<file path="config.mk">
export PLATFORM = sky130hd
export DESIGN_NAME = scsph_fifo
export DESIGN_NICKNAME = d
export VERILOG_FILES = /design/src/scsph_fifo.sv
export SDC_FILE = /design/constraint.sdc
export NUM_CORES = 1
export LEC_CHECK = 0
export ABC_AREA = 1
export ABC_CLOCK_PERIOD_IN_PS = 3900
export BUFFER_PORTS_ARGS = -buffer_cell sky130_fd_sc_hd__buf_2
export CORE_MARGIN = 2
export CORE_UTILIZATION = 36
export DETAILED_ROUTE_END_ITERATION = 12
export HOLD_SLACK_MARGIN = 0.15
export SYNTH_ARGS = -nofsm -noshare
export SYNTH_HDL_FRONTEND = slang
export SYNTH_SLANG_ARGS = --single-unit
</file>
<file path="constraint.sdc">
create_clock -name clk -period 3.9 [get_ports clk]
set_input_delay 0.78 -clock clk [delete_from_list [all_inputs] [get_ports clk]]
set_output_delay 0.78 -clock clk [all_outputs]
set_load 0.03 [all_outputs]
</file>
<file path="src/scsph_fifo.sv">
module scsph_fifo #(
    parameter int WIDTH = 8,
    parameter int DEPTH = 2
) (
    input  logic             clk,
    input  logic             rst_n,
    input  logic             wr_en,
    input  logic [WIDTH-1:0] wr_data,
    output logic             full,
    input  logic             rd_en,
    output logic [WIDTH-1:0] rd_data,
    output logic             empty
);

    localparam int AW = (DEPTH > 1) ? $clog2(DEPTH) : 1;
    localparam int CW = $clog2(DEPTH + 1);

    logic [WIDTH-1:0] entry_reg [DEPTH];
    logic [AW-1:0]    wptr_reg;
    logic [AW-1:0]    rptr_reg;
    logic [CW-1:0]    count_reg;
    logic             do_wr;
    logic             do_rd;

    assign full    = (count_reg == CW'(DEPTH));
    assign empty   = (count_reg == '0);
    assign rd_data = entry_reg[rptr_reg];
    assign do_wr   = wr_en && !full;
    assign do_rd   = rd_en && !empty;

    // Storage
    always_ff @(posedge clk)
    begin
        if (do_wr)
        begin
            entry_reg[wptr_reg] <= wr_data;
        end
    end

    // Pointers and fill level
    always_ff @(posedge clk or negedge rst_n)
    begin
        if (!rst_n)
        begin
            wptr_reg  <= '0;
            rptr_reg  <= '0;
            count_reg <= '0;
        end
        else
        begin
            if (do_wr)
            begin
                wptr_reg <= (wptr_reg == AW'(DEPTH - 1)) ? '0 : wptr_reg + AW'(1);
            end
            if (do_rd)
            begin
                rptr_reg <= (rptr_reg == AW'(DEPTH - 1)) ? '0 : rptr_reg + AW'(1);
            end
            if (do_wr && !do_rd)
            begin
                count_reg <= count_reg + CW'(1);
            end
            else if (do_rd && !do_wr)
            begin
                count_reg <= count_reg - CW'(1);
            end
        end
    end

endmodule

</file>
==> flow_summary.yaml <==
status:
  status: "finished clean"
layout:
  fillers: 221
  syn_to_final_growth_pct: 19.5
  stdcell_count: 124
  mostFrequentLayoutCell: "nand2_1"
  largest_register_ffs: 16
  antenna_cells: 0
  fin_area_sq_um: 967
  final_cell_mix: "33 x nand2_1, 21 x buf_2, 16 x edfxtp_1"
  drive_gt1_share_pct: 28.1
  nets: 111
synthesis:
  syn_avg_cell_area_sq_um: 11.1
  synth_nets: 86
  yosysUniqueCellTypes: 14
  synth_area_sq_um: 810
  yosysWarningCount: 0
  synth_cells: 73
  synth_seq_cells: 20
  yosysSeqAreaShare_pct: 71.7
clock_network:
  cts_setup_buffers: 0
  htreeDepth: 1
  cts_buffers: 3
  clk_pin_slew_worst_paths_ns: 0.09
  cts_resized: 0
  clock_latency_ns: 0.28
  ctsHoldBuffers: 0
  cts_tree: "yes"
  cts.sinks: 20
  cts_root_buf: "clkbuf_4"
  clk_path_buf_depth: 2
setup_path:
  path_common_cell: "nand2_1"
  endpoint_kind: "primary output"
  crit_arrival_ns: 1.32
  path_cells: "inv_2, nand2_1, nand2_1, buf_2"
  cp-start-kind: "flip-flop"
  cp_slowest_cell: "dfrtp_1"
  crit_type: "reg2out"
  cp_max_fo: 10
  cp_slowest_stage_delay_ns: 0.51
  crit_required_ns: 3.12
detailed_routing:
  dr.first_iter.drc_count: 9
  wl_per_cell_um: 10.3
  routed-via-count: 540
  drt_wl_total_um: 1280
  ant_nets: 0
  drcViolationCount: 0
  first_pass_iters: 4
  via_per_inst: 4.35
die:
  dieWidth_um: 51.4
  row_count: 17
  ios: 22
  core_sq_mm: 0.00217
  start_util_pct: 37.3
  die_area_sq_mm: 0.00264
  chipHeight_um: 51.4
timing:
  fmax_mhz: 475
  worst_slew_pin_slew_ns: 0.652
  setup_viol: 0
  period_share_pct: 54.0
  clock_skew_ns: 0.000561
  min_period_ns: 2.10
  drv_slew: 0
  hold_viol: 0
  tns_ns: 0
  max_slew_margin_pct: 56.3
  rsz0062_at_grt: "false"
place:
  io_buffer_count: 21
  dpl.hpwl_um: 964
  gp_congestion: 0.705
  dpl-instance-area_sq_um: 945
  dp_cells: 121
grt:
  grt-ovfl-total: 0
  grt_pass1_wl_um: 2100
  grt_max_degree: 11
  grt_pass1_vias: 508
  track_usage_pct: 11.2
  antenna_found_initial: 0
hold_path:
  hold_class: "in2async"
power:
  peakVddDrop_mv: 0.386
  leakage_nw: 0.458
  power.density_mw_per_mm2: 781
job:
  maxCapViolCount: 0
-- Yosys cell counts, drive strengths merged --
cell type / n / area share [%]
buf: 1 / 0.62
dfrtp: 4 / 12
edfxtp: 16 / 59
ha: 1 / 1.5
inv: 8 / 3.7
nand2: 33 / 15
nand3: 1 / 0.62
nand3b: 1 / 0.93
nand4: 1 / 0.77
nor2: 4 / 2.5
o21ai: 2 / 1.2
xnor2: 1 / 1.1
-- final timing paths --
path / start / to / slack (ns) / cells after the start
hold reg to reg: wptr_reg$_DFFE_PN0N_ / wptr_reg$_DFFE_PN0N_ / 0.49 / 2
setup / recovery: rptr_reg$_DFFE_PN0P_ / rd_data[1] / 1.80 / 4
max in group asynchronous: rst_n / count_reg[0]$_DFFE_PN0P_ / 3.50 / 1
min in group clk: wptr_reg$_DFFE_PN0N_ / wptr_reg$_DFFE_PN0N_ / 0.49 / 2
setup reg to reg: count_reg[1]$_DFFE_PN0P_ / entry_reg[1][4]$_DFFE_PP_ / 2.38 / 3
hold / removal: rst_n / wptr_reg$_DFFE_PN0N_ / 0.28 / 1
-- power by group --
group	leakage [nW]	internal, mW	switching, mW
logic	0.248	0.0954	0.235
registers	0.197	0.297	0.0393
clock network	0.0138	0.0359	0.0533
total	0.458	0.428	0.328
-- layout make-up --
| cell class | instances | area (sq um) | share of cell area (%) |
|---|---|---|---|
| Sequential cell | 20 | 581 | 60.0 |
| Timing Repair Buffer | 21 | 105 | 10.9 |
| Inverter | 8 | 30.0 | 3.10 |
| Multi-Input combinational cell | 44 | 194 | 20.1 |
| Clock buffer | 3 | 22.5 | 2.33 |
| Tap cell | 28 | 35.0 | 3.62 |
-- worst max-delay path, delay by kind of cell, from the launching register on --
family | cells | cell delay [ns]
flops | 1 | 0.51
simple gates | 2 | 0.14
buf+inv | 2 | 0.39
-- stage by stage --
step	power, mW	setup slack, ns	hold WS, ns	util, %
after global placement	0.670	2.04	0.465	43.5
after CTS	0.769	1.76	0.272	44.6
after floorplan	0.584	2.25	0.449	-
final	0.756	1.80	0.282	44.6
after detailed placement	0.679	2.00	0.473	43.5
after global routing	0.815	1.68	0.258	44.6
-- kinds of logic (layout without fill, tap and decap cells) --
logic type	after synthesis	count (layout)	synth area share, %
AO/OA/AOI/OAI	2	2	1.24
buffers and inverters	9	32	4.33
adder cells (fa/ha/maj)	1	1	1.55
XOR/XNOR	1	1	1.08
AND/OR/NAND/NOR	40	40	20.1
flip-flops	20	20	71.7
-- layer usage --
layer  vias to the layer above  global-route usage [%]  wire length (um)  share of wire, %
met2                        18                    18.8               639                50
met1                       236                    12.8               537                42
li1                        283                       -                 -                 -
met3                         3                    2.63                77               6.0
met4                         0                    6.58                23               1.8
met5                         -                       0                 0                 0
Power figures use the tool's default switching activity.
